$ cat config.mk
export PLATFORM = sky130hd
export DESIGN_NAME = wiegand_key_door_controller
export DESIGN_NICKNAME = d
export VERILOG_FILES = /design/src/hdl/wkdc_pkg.sv /design/src/hdl/wiegand_key_door_controller.sv /design/src/hdl/wkdc_regs.sv
export SDC_FILE = /design/constraint.sdc
export NUM_CORES = 1
export LEC_CHECK = 0
export BUFFER_PORTS_ARGS = -buffer_cell sky130_fd_sc_hd__buf_2
export CAP_MARGIN = 20
export CORE_MARGIN = 8
export CORE_UTILIZATION = 45
export DETAILED_ROUTE_END_ITERATION = 8
export MAX_ROUTING_LAYER = met4
export PLACE_DENSITY = 0.61
export SLEW_MARGIN = 40
export SYNTH_ARGS = -nofsm -noshare
export SYNTH_HDL_FRONTEND = slang
export SYNTH_SLANG_ARGS = --single-unit
$ cat constraint.sdc
create_clock -name clk -period 5.3 [get_ports clk]
set_clock_uncertainty 0.15 [all_clocks]
set_input_delay 0.265 -clock clk [delete_from_list [all_inputs] [get_ports clk]]
set_output_delay 0.265 -clock clk [all_outputs]
set_load 0.02 [all_outputs]
$ cat src/hdl/wkdc_pkg.sv
`timescale 1ns / 1ps
// ----------------------------------------------------------------------------
// Wiegand key door controller package
// Shared widths, codes, register indexes and the configuration bundle.
// ----------------------------------------------------------------------------
package wkdc_pkg;

	// Card code length and the bit that selects the key for the upper bits.
	localparam int CODE_BITS  = 26;
	localparam int SELECT_BIT = 14;

	localparam int COUNT_W = $clog2(CODE_BITS + 1);
	localparam int IDX_W   = $clog2(CODE_BITS);
	localparam int TIME_W  = 16;

	// Configuration port.
	localparam int NUM_REGS   = 7;
	localparam int CFG_IDX_W  = 3;
	localparam int CFG_DATA_W = CODE_BITS;

	// Stream payload widths.
	localparam int S_TDATA_W = 8;
	localparam int S_TUSER_W = 2;
	localparam int OUT_W     = 2 + 1 + 1 + 1 + COUNT_W;
	localparam int M_TDATA_W = ((OUT_W + 7) / 8) * 8;

	// Reset values of the timing registers, in ticks.
	localparam logic [TIME_W-1:0] UNLOCK_DRIVE_RST = TIME_W'(1000);
	localparam logic [TIME_W-1:0] RELEASE_RST      = TIME_W'(3000);
	localparam logic [TIME_W-1:0] DEBOUNCE_RST     = TIME_W'(100);
	localparam logic [TIME_W-1:0] SETTLE_RST       = TIME_W'(1250);
	localparam logic [TIME_W-1:0] LOCK_DRIVE_RST   = TIME_W'(1000);

	typedef enum logic [CFG_IDX_W-1:0] {
		REG_KEY_E        = 3'd0,
		REG_KEY_C        = 3'd1,
		REG_UNLOCK_DRIVE = 3'd2,
		REG_RELEASE      = 3'd3,
		REG_DEBOUNCE     = 3'd4,
		REG_SETTLE       = 3'd5,
		REG_LOCK_DRIVE   = 3'd6
	} reg_idx_t;

	typedef enum logic [1:0] {
		KIND_TICK = 2'd0,
		KIND_BIT0 = 2'd1,
		KIND_BIT1 = 2'd2
	} kind_t;

	typedef enum logic [1:0] {
		SERVO_OFF    = 2'd0,
		SERVO_LOCK   = 2'd1,
		SERVO_UNLOCK = 2'd2
	} servo_t;

	typedef enum logic [2:0] {
		PH_IDLE     = 3'd0,
		PH_UNLOCK   = 3'd1,
		PH_RELEASE  = 3'd2,
		PH_WATCH    = 3'd3,
		PH_DEBOUNCE = 3'd4,
		PH_SETTLE   = 3'd5,
		PH_LOCK     = 3'd6
	} phase_t;

	typedef struct packed {
		logic [CODE_BITS-1:0] key_e;
		logic [CODE_BITS-1:0] key_c;
		logic [TIME_W-1:0]    unlock_drive;
		logic [TIME_W-1:0]    release_t;
		logic [TIME_W-1:0]    debounce;
		logic [TIME_W-1:0]    settle;
		logic [TIME_W-1:0]    lock_drive;
	} cfg_t;

endpackage

$ cat src/hdl/wiegand_key_door_controller.sv
`timescale 1ns / 1ps
// ----------------------------------------------------------------------------
// Wiegand key door controller
// Checks 26-bit Wiegand card codes against two keys and runs the door
// unlock / watch / lock sequence from millisecond ticks.
// ----------------------------------------------------------------------------
// A result item passes through the input register, then the result register,
// and waits there longer if the output side stalls.
// Throughput: one item per cycle while the output side keeps up.
// Reset: arst_n clears the receiver and the sequencer to idle and loads the
// register defaults (keys zero, times 1000/3000/100/1250/1000 ticks).
// ----------------------------------------------------------------------------
module wiegand_key_door_controller
	import wkdc_pkg::*;
(
	input  logic                  clk,
	input  logic                  arst_n,
	// Input stream.
	input  logic                  s_tvalid,
	output logic                  s_tready,
	input  logic [S_TDATA_W-1:0]  s_tdata,  // [0] door_low, rest zero
	input  logic [S_TUSER_W-1:0]  s_tuser,  // [1:0] kind
	// Result stream.
	output logic                  m_tvalid,
	input  logic                  m_tready,
	// [1:0] servo_cmd, [2] door_busy, [3] key_rejected, [4] key_accepted,
	// [9:5] bits_received, rest zero
	output logic [M_TDATA_W-1:0]  m_tdata,
	// Configuration writes.
	input  logic                  cfg_valid,
	output logic                  cfg_ready,
	input  logic [CFG_IDX_W-1:0]  cfg_index,
	input  logic [CFG_DATA_W-1:0] cfg_data
);

	cfg_t cfg;

	wkdc_regs u_regs (
		.clk       (clk),
		.arst_n    (arst_n),
		.cfg_valid (cfg_valid),
		.cfg_ready (cfg_ready),
		.cfg_index (cfg_index),
		.cfg_data  (cfg_data),
		.cfg       (cfg)
	);

	// ------------------------------------------------------------------
	// Input register. It refills in the same cycle that its item moves on,
	// so the block takes one item per cycle while the result side keeps up.
	// ------------------------------------------------------------------
	logic  valid_s1;
	kind_t kind_s1;
	logic  door_s1;
	logic  advance;

	assign advance  = valid_s1 & (~m_tvalid | m_tready);
	assign s_tready = ~valid_s1 | advance;

	always_ff @(posedge clk or negedge arst_n) begin
		if (!arst_n) begin
			valid_s1 <= 1'b0;
		end else if (s_tready) begin
			valid_s1 <= s_tvalid;
		end
	end

	always_ff @(posedge clk) begin
		if (s_tvalid && s_tready) begin
			kind_s1 <= kind_t'(s_tuser[1:0]);
			door_s1 <= s_tdata[0];
		end
	end

	// ------------------------------------------------------------------
	// Receiver and door sequencer state.
	// ------------------------------------------------------------------
	phase_t             phase_q, phase_d;
	logic [TIME_W-1:0]  timer_q, timer_d;
	logic [COUNT_W-1:0] count_q, count_d;
	logic               mis_q, mis_d;
	logic               use_e_q, use_e_d;
	logic               acc_d, rej_d;

	logic [TIME_W-1:0]  timer_inc;
	logic [TIME_W-1:0]  timer_lim;
	logic               timer_end;
	logic [COUNT_W-1:0] count_inc;
	logic [IDX_W-1:0]   bit_idx;
	logic               bit_val;
	logic               want_bit;
	logic               mis_new;

	always_ff @(posedge clk or negedge arst_n) begin
		if (!arst_n) begin
			phase_q <= PH_IDLE;
			timer_q <= '0;
			count_q <= '0;
			mis_q   <= 1'b0;
			use_e_q <= 1'b0;
		end else begin
			phase_q <= phase_d;
			timer_q <= timer_d;
			count_q <= count_d;
			mis_q   <= mis_d;
			use_e_q <= use_e_d;
		end
	end

	// Limit of the current timed phase; the timer saturates at all ones.
	always_comb begin
		case (phase_q)
			PH_UNLOCK:   timer_lim = cfg.unlock_drive;
			PH_RELEASE:  timer_lim = cfg.release_t;
			PH_DEBOUNCE: timer_lim = cfg.debounce;
			PH_SETTLE:   timer_lim = cfg.settle;
			PH_LOCK:     timer_lim = cfg.lock_drive;
			default:     timer_lim = '0;
		endcase
	end

	assign timer_inc = (timer_q != '1) ? timer_q + 1'b1 : timer_q;
	assign timer_end = (timer_inc >= timer_lim);

	// Bits below the select bit are checked against key E; after it, the
	// key that the select bit chose is used.
	assign count_inc = count_q + 1'b1;
	assign bit_idx   = count_q[IDX_W-1:0];
	assign bit_val   = (kind_s1 == KIND_BIT1);
	always_comb begin
		if (count_q > COUNT_W'(SELECT_BIT) && !use_e_q) begin
			want_bit = cfg.key_c[bit_idx];
		end else begin
			want_bit = cfg.key_e[bit_idx];
		end
	end
	assign mis_new = mis_q | ((count_q != COUNT_W'(SELECT_BIT)) & (want_bit != bit_val));

	always_comb begin
		phase_d = phase_q;
		timer_d = timer_q;
		count_d = count_q;
		mis_d   = mis_q;
		use_e_d = use_e_q;
		acc_d   = 1'b0;
		rej_d   = 1'b0;
		if (advance) begin
			case (kind_s1)
				KIND_TICK: begin
					case (phase_q)
						PH_UNLOCK: begin
							timer_d = timer_end ? '0 : timer_inc;
							if (timer_end) phase_d = PH_RELEASE;
						end
						PH_RELEASE: begin
							timer_d = timer_end ? '0 : timer_inc;
							if (timer_end) phase_d = PH_WATCH;
						end
						PH_WATCH: begin
							if (door_s1) begin
								phase_d = PH_DEBOUNCE;
								timer_d = '0;
							end
						end
						PH_DEBOUNCE: begin
							timer_d = timer_end ? '0 : timer_inc;
							// The sample on the last debounce tick decides.
							if (timer_end) phase_d = door_s1 ? PH_SETTLE : PH_WATCH;
						end
						PH_SETTLE: begin
							timer_d = timer_end ? '0 : timer_inc;
							if (timer_end) phase_d = PH_LOCK;
						end
						PH_LOCK: begin
							timer_d = timer_end ? '0 : timer_inc;
							if (timer_end) begin
								phase_d = PH_IDLE;
								count_d = '0;
							end
						end
						default: begin
							phase_d = PH_IDLE;
							timer_d = '0;
						end
					endcase
				end
				KIND_BIT0, KIND_BIT1: begin
					// Card bits count only while idle and the code is not full.
					if (phase_q == PH_IDLE && count_q < COUNT_W'(CODE_BITS)) begin
						if (count_q == COUNT_W'(SELECT_BIT)) begin
							use_e_d = bit_val;
						end
						mis_d   = mis_new;
						count_d = count_inc;
						if (count_inc == COUNT_W'(CODE_BITS)) begin
							if (!mis_new) begin
								acc_d   = 1'b1;
								phase_d = PH_UNLOCK;
								timer_d = '0;
							end else begin
								rej_d   = 1'b1;
								mis_d   = 1'b0;
								count_d = '0;
							end
						end
					end
				end
				default: ;
			endcase
		end
	end

	// ------------------------------------------------------------------
	// Result register, loaded from the state after the update.
	// ------------------------------------------------------------------
	servo_t servo_d;
	logic   busy_d;

	always_comb begin
		case (phase_d)
			PH_UNLOCK: servo_d = SERVO_UNLOCK;
			PH_LOCK:   servo_d = SERVO_LOCK;
			default:   servo_d = SERVO_OFF;
		endcase
	end
	assign busy_d = (phase_d != PH_IDLE);

	always_ff @(posedge clk or negedge arst_n) begin
		if (!arst_n) begin
			m_tvalid <= 1'b0;
		end else if (~m_tvalid | m_tready) begin
			m_tvalid <= valid_s1;
		end
	end

	always_ff @(posedge clk) begin
		if (advance) begin
			m_tdata <= M_TDATA_W'({count_d, acc_d, rej_d, busy_d, servo_d});
		end
	end

	// ------------------------------------------------------------------
	// Checks.
	// ------------------------------------------------------------------
	a_count_range: assert property (@(posedge clk) disable iff (!arst_n)
		count_q <= COUNT_W'(CODE_BITS))
		else $error("bit count ran past the code length");

	a_accept_starts_unlock: assert property (@(posedge clk) disable iff (!arst_n)
		acc_d |=> phase_q == PH_UNLOCK)
		else $error("accepted code did not start the unlock drive");

	a_reject_clears: assert property (@(posedge clk) disable iff (!arst_n)
		rej_d |=> count_q == '0 && !mis_q && phase_q == PH_IDLE)
		else $error("rejected code did not clear the receiver");

	a_single_verdict: assert property (@(posedge clk) disable iff (!arst_n)
		m_tvalid |-> !(m_tdata[3] && m_tdata[4]))
		else $error("code both accepted and rejected");

	a_busy_ignores_bits: assert property (@(posedge clk) disable iff (!arst_n)
		(advance && phase_q != PH_IDLE && kind_s1 != KIND_TICK) |=> $stable(count_q))
		else $error("card bit counted during the door sequence");

endmodule

$ cat src/hdl/wkdc_regs.sv
`timescale 1ns / 1ps
// ----------------------------------------------------------------------------
// Wiegand key door controller register file
// Holds the two keys and the five phase times written over the config port.
// ----------------------------------------------------------------------------
module wkdc_regs
	import wkdc_pkg::*;
(
	input  logic                  clk,
	input  logic                  arst_n,
	input  logic                  cfg_valid,
	output logic                  cfg_ready,
	input  logic [CFG_IDX_W-1:0]  cfg_index,
	input  logic [CFG_DATA_W-1:0] cfg_data,
	output cfg_t                  cfg
);

	logic wr_en;

	// Writes are always taken; cfg_ready is tied high.
	assign cfg_ready = 1'b1;
	assign wr_en     = cfg_valid & cfg_ready;

	always_ff @(posedge clk or negedge arst_n) begin
		if (!arst_n) begin
			cfg.key_e        <= '0;
			cfg.key_c        <= '0;
			cfg.unlock_drive <= UNLOCK_DRIVE_RST;
			cfg.release_t    <= RELEASE_RST;
			cfg.debounce     <= DEBOUNCE_RST;
			cfg.settle       <= SETTLE_RST;
			cfg.lock_drive   <= LOCK_DRIVE_RST;
		end else if (wr_en) begin
			case (reg_idx_t'(cfg_index))
				REG_KEY_E:        cfg.key_e        <= cfg_data[CODE_BITS-1:0];
				REG_KEY_C:        cfg.key_c        <= cfg_data[CODE_BITS-1:0];
				REG_UNLOCK_DRIVE: cfg.unlock_drive <= cfg_data[TIME_W-1:0];
				REG_RELEASE:      cfg.release_t    <= cfg_data[TIME_W-1:0];
				REG_DEBOUNCE:     cfg.debounce     <= cfg_data[TIME_W-1:0];
				REG_SETTLE:       cfg.settle       <= cfg_data[TIME_W-1:0];
				REG_LOCK_DRIVE:   cfg.lock_drive   <= cfg_data[TIME_W-1:0];
				default: ;
			endcase
		end
	end

endmodule

# Word-level counts from Yosys, hierarchy flattened
# Cells that the tools add are included.
# Widths: inputs -> output; s select.
[totals]
regBits = 173
in_bits = 44
out_inout_bits = 19
elab_cells = 116
[op_classes]
add_sub_neg = 2
n_lt_le_gt_ge = 4
eq_ne = 25
mux = 38
n_bitwise = 7
n_reduce_logical = 22
[op_table]
columns = ["op", "n"]
rows = [
  ["$mux 16", 6],
  ["$pmux 16 s5", 1],
  ["$pmux 16 s2", 2],
  ["$mux 3", 11],
  ["$mux 5", 6],
  ["$eq 3x3->1 const B", 7],
  ["$pmux 3 s6", 1],
  ["$add 16x1->16 const B", 1],
  ["$ge 16x16->1", 1],
  ["$ne 16x16->1 const B", 1],
  ["$reduce_and 2->1", 7],
  ["$eq 3x2->1 const B", 4],
  ["$bmux 1 s5", 2],
  ["$pmux 5 s2", 1],
  ["$eq 3x1->1 const B", 3],
  ["$logic_not 3->1", 2],
  ["$lt 5x6->1 const B", 1],
  ["$mux 1", 6],
  ["$ne 2x2->1 const B", 3],
  ["$pmux 3 s2", 1],
  ["$reduce_and 3->1", 2],
  ["$reduce_and 6->1", 1],
  ["$add 5x1->5 const B", 1],
  ["$eq 5x4->1 const B", 1],
  ["20 further kinds", 26],
]

# Depth between registers and ports, before layout
[logic_depth]
depth_word = 13
ltp_mapped = 16
depth_no_buf = 15

# Modules after synthesis
# From an unflattened synthesis, not the netlist that was laid out.
[hier_totals]
hier_cells = 735
hier_area_um2 = 8949.8
[modules_own_cells]
columns = ["module", "instances", "cells_per_inst", "area_each_um2", "seq_area_each_um2"]
rows = [
  ["wkdc_regs", 1, 289, 5036.1, 3337.0],
  ["wiegand_key_door_controller", 1, 446, 3913.8, 1091.0],
]

# Least setup slack after synthesis
# No wires, ideal clock.
[synth_path]
path_type = "reg2reg"
start = "register timer_q[3]"
end = "register m_tdata[0] (data pin)"
setup_ns = 0.255
arrival_ns = 4.171
t_required_ns = 4.895
setup_slack_ns = 0.724
stages_incl_launch_ff = 16
n_path_buf = 2
period_less_slack_ns = 4.576
path_cell_list = "dfrtp_1 > clkbuf_1 > nand4_1 > or4_1 > clkbuf_1 > o21bai_1 > or3_1 > nand2_1 > ha_1 > a211oi_1 > o21ai_0 > a211oi_1 > o221ai_1 > a2111oi_0 > a311oi_4 > and3_1"
[synth_via]
elab_chain_len = 9
elab_cells_between_ends = 15
cone_classes = "add/sub (1); order compare (1); eq/ne (3); mux (10)"
[synth_lines]
columns = ["element", "line", "text"]
rows = [
  ["start, declared", "wiegand_key_door_controller.sv:79", "logic [TIME_W-1:0] timer_q, timer_d;"],
  ["start signal, assigned", "wiegand_key_door_controller.sv:103", "timer_q <= timer_d;"],
  ["$add 16x1->16 or $ne 16x16->1 (tied branches)", "wiegand_key_door_controller.sv:122", "assign timer_inc = (timer_q != '1) ? timer_q + 1'b1 : timer_q;"],
  ["$mux 16 *", "wiegand_key_door_controller.sv:122", ""],
  ["$ge 16x16->1 *", "wiegand_key_door_controller.sv:123", "assign timer_end = (timer_inc >= timer_lim);"],
  ["$mux 3 (on tied branches)", "-", ""],
  ["$pmux 3 s6 *", "wiegand_key_door_controller.sv:150", "case (phase_q)"],
  ["$pmux 3 s2 *", "wiegand_key_door_controller.sv:148", "case (kind_s1)"],
  ["$mux 3 *", "wiegand_key_door_controller.sv:147", "if (advance) begin"],
  ["$eq 3x3->1 or $eq 3x1->1 (tied branches)", "wiegand_key_door_controller.sv:220", "case (phase_d)"],
  ["$pmux 2 s2 *", "wiegand_key_door_controller.sv:220", ""],
  ["via servo_d[0]", "wiegand_key_door_controller.sv:216", "servo_t servo_d;"],
  ["end signal, assigned", "wiegand_key_door_controller.sv:238", "m_tdata <= M_TDATA_W'({count_d, acc_d, rej_d, busy_d, servo_d});"],
  ["end, declared", "wiegand_key_door_controller.sv:28", "output logic [M_TDATA_W-1:0] m_tdata,"],
]
# The timed path passes the listed nets; every way through them passes the cells marked *.
# A chain may end at the register's enable or synchronous reset.

# Worst setup path after layout
# Same ends and word-level chain as after synthesis.

==> results.sh <==
export IMPL_status="completed"
export IMPL_synth_top_flop_cell="dfrtp_1"
export IMPL_timing_fmax_mhz=204
export IMPL_crit_fanout=8
export IMPL_finalSetupViolations=0
export IMPL_htreeDepth=4
export IMPL_drv_slew=0
export IMPL_die_area_mm2=0.0232
export IMPL_cp_arrival_ns=4.93
export IMPL_synth_top_area_share_pct=35.5
export IMPL_viasPerCell=6.02
export IMPL_dp_hpwl_um=14700
export IMPL_die_y_um=152
export IMPL_start_kind="register"
export IMPL_start_util_pct=45.3
export IMPL_ys_types=73
export IMPL_crit_path_frequent_cell="a211oi_1"
export IMPL_total_power_mw=4.51
export IMPL_r2r_end="m_tdata[0]"
export IMPL_critPathTopFamily="compound AO/OA/AOI/OAI gates"
export IMPL_portBuffers=48
export IMPL_synth_area_leader_cell="dfrtp_1"
export IMPL_netlist_top_cells_area="dfrtp_1 36%, mux2_2 16%, dfstp_2 8.5%"
export IMPL_cts_buffers_inserted=17
export IMPL_seqCellArea_mm2=0.00408
export IMPL_drive_gt1_share_pct=33.5
export IMPL_r2r_setup_slack_ns=0.40
export IMPL_grt_setup_unrepaired="no"
export IMPL_wl_per_cell_um=20.2
export IMPL_required_ns=5.33
export IMPL_ant_nets=0
export IMPL_area_delta_synth_final_pct=17.0
export IMPL_ctsRootBufferMaster="clkbuf_16"
export IMPL_multiInputGateArea_mm2=0.00408
export IMPL_r2r_start="timer_q[3]"
export IMPL_drt_total_wl_um=20800
export IMPL_maxSlewHeadroom_pct=44.3
export IMPL_clk_pin_slew_ns=0.07
export IMPL_antenna_found_initial=1
export IMPL_cap_viol_max_count=0
export IMPL_drt_first_pass_iters=5
export IMPL_max_stage_delay_ns=0.66
export IMPL_ys_seq_elements=159
export IMPL_drc=0
export IMPL_synth_warnings=0
export IMPL_synthesis_area_mm2=0.00838
export IMPL_hold_path_cell_count=2
export IMPL_cts_tree="yes"
export IMPL_hold_class="primary input to register"
export IMPL_vdd_ir_drop_max_uv=254
export IMPL_reg2reg_depth=13
export IMPL_gp_congestion=0.849
export IMPL_dieWidth_um=152
export IMPL_tns_ns=0
export IMPL_gr_total_overflow=0
export IMPL_ys_seq_area_share_pct=48.6
export IMPL_power_density_mw_per_mm2=460
export IMPL_drt_iter0_drc=498
export IMPL_fin_crit_ns=4.90
export IMPL_grt_max_degree=102
export IMPL_clock_latency_ns=0.43
export IMPL_synth_edf_count=13
export IMPL_row_count=50
export IMPL_crit_chain="nand4_1, or4_1, o21bai_1, or3_1, nand2_1, ha_1, a211oi_1, o21ai_0, a211oi_1, o221ai_1, a2111oi_1, a311oi_4, and3_1"
export IMPL_slowest_stage="a2111oi_1"
export IMPL_worstHoldStart="cfg_data[8]"
export IMPL_clk_path_buf_depth=2
export IMPL_fillers=1565
export IMPL_grtUsageTotal_pct=18.7
export IMPL_syn_area_per_cell_um2=11.6
export IMPL_vias=6210
export IMPL_ios=63
export IMPL_post_route_period_util_pct=92.5
export IMPL_cts_sinks=159
export IMPL_crit_type="register to register"
export IMPL_placeableCoreArea_mm2=0.0185
export IMPL_hold_end="u_regs.cfg[114]"
export IMPL_crit_buf_inv=0
export IMPL_synthArstFlopShare_pct=91.8
export IMPL_hold_viol_final=0
export IMPL_final_nets=855
export IMPL_endpoint_kind="register"
export IMPL_grt_pass1_vias=6422
export IMPL_syn_inst=721
export IMPL_p_leak_nw=4.09
export IMPL_grt_pass1_wl_um=34200
export IMPL_worst_slew_pin_slew_ns=0.835
## routing by layer
| metal | vias up | track usage [%] | part of all wire (%) |
|---|---|---|---|
| met2 | 180 | 28.9 | 47 |
| met4 | 0 | 5.70 | 1.6 |
| met5 | - | - | 0 |
| met3 | 31 | 3.91 | 5.1 |
| met1 | 3143 | 24.3 | 47 |
| li1 | 2856 | - | - |
## report_power, final
part	internal (mW)	switching (mW)
sequential	1.54	0.259
clock	0.803	0.541
combinational	0.614	0.745
total	2.96	1.55
## state kept, by name, indices dropped and copies added (netlist names)
name        flops
mis_q           1
use_e_q         1
phase_q         3
kind_s1         2
door_s1         1
m_tvalid        1
timer_q        16
bit_idx         5
m_tdata        10
valid_s1        1
u_regs.cfg    118
## what timing repair did
| action | CTS | global route |
|---|---|---|
| setup buffers | 0 | 0 |
| endpoints found under the hold margin | 109 | 0 |
| resized for setup | 0 | 0 |
| hold buffers | 20 | 0 |
## cells in the final DEF, fill, tap and decap left out, types with 5 or more instances in the layout
cell type,count
inv_1,18
xnor2_1,6
dfstp_2,27
nor2b_1,7
a22oi_1,10
conb_1,7
nand2_1,47
o211ai_1,6
clkbuf_16,18
nor2_1,25
nand4_1,6
or4_1,5
a21oi_1,35
a222oi_1,16
o21ai_1,6
a21o_1,5
o31ai_1,6
buf_4,15
edfxtp_1,13
mux2_2,122
mux2i_1,6
ha_1,27
dfrtp_1,118
a211oi_1,7
nor3_1,11
dlygate4sd3_1,20
o21ai_0,24
or3_1,6
a221oi_1,20
buf_2,47
nand2b_1,9
nand3_1,10
## metrics by stage
stage / area [µm²] / util [%] / setup slack, ns / hold slack (ns) / cells
floorplan: 8400 / - / 0.724 / -0.181 / 726
global placement: 8840 / 47.7 / 0.359 / 0.257 / 971
detailed placement: 8920 / 48.2 / 0.496 / 0.211 / 978
CTS: 9770 / 52.8 / 0.446 / 0.0102 / 1030
global route: 9800 / 52.9 / 0.0491 / 0.0179 / 1032
finish: 9800 / 52.9 / 0.400 / 0.0192 / 1032
## layout make-up
class                      count  share of cell area (%)
multi-input combinational    500                    41.6
clock inverter                13                    1.95
timing repair buffer          87                    6.37
inverter                      19                   0.728
clock buffer                  19                    4.74
tap                          234                    2.99
sequential                   159                    41.6
antenna                        1                  0.0255
## logic make-up after synthesis
| family | after synthesis | synth area share [%] |
|---|---|---|
| AO/OA/AOI/OAI | 165 | 14.2 |
| adder cells (fa/ha/maj) | 27 | 4.03 |
| other | 2 | 0.0896 |
| flip-flops | 159 | 48.6 |
| AND/OR/NAND/NOR | 159 | 10.0 |
| buffers and inverters | 67 | 3.43 |
| XOR/XNOR | 7 | 0.731 |
| multiplexers | 135 | 18.8 |
## cells in the mapped netlist, types with 4 or more instances
| cell type | n |
|---|---|
| edfxtp_1 | 13 |
| o21ai_0 | 24 |
| inv_1 | 18 |
| mux2_2 | 122 |
| nand4_1 | 6 |
| buf_4 | 7 |
| a211oi_1 | 7 |
| o21ai_1 | 6 |
| or3_1 | 6 |
| dfrtp_1 | 119 |
| xnor2_1 | 6 |
| o211ai_1 | 6 |
| nor4_1 | 4 |
| a21o_1 | 5 |
| nor3_1 | 13 |
| nor2_1 | 26 |
| nand2_1 | 47 |
| nand3_1 | 10 |
| mux2i_1 | 6 |
| dfstp_2 | 27 |
| nand2b_1 | 9 |
| a221oi_1 | 20 |
| a21oi_1 | 35 |
| nor2b_1 | 7 |
| a22oi_1 | 10 |
| or4_1 | 5 |
| a222oi_1 | 16 |
| ha_1 | 27 |
| clkbuf_1 | 36 |
| nand4b_1 | 4 |
| o31ai_1 | 6 |
## worst max path at each step
stage / to / depth (start not counted) / start
after floorplan: m_tdata[0] / 15 / timer_q[3]
after global placement: m_tdata[0] / 13 / timer_q[3]
after detailed placement: m_tdata[0] / 13 / timer_q[3]
after CTS: m_tdata[0] / 13 / timer_q[3]
after global routing: m_tdata[0] / 13 / timer_q[3]
final: m_tdata[0] / 13 / timer_q[3]
Note: power is estimated with default switching activity, not from simulation.
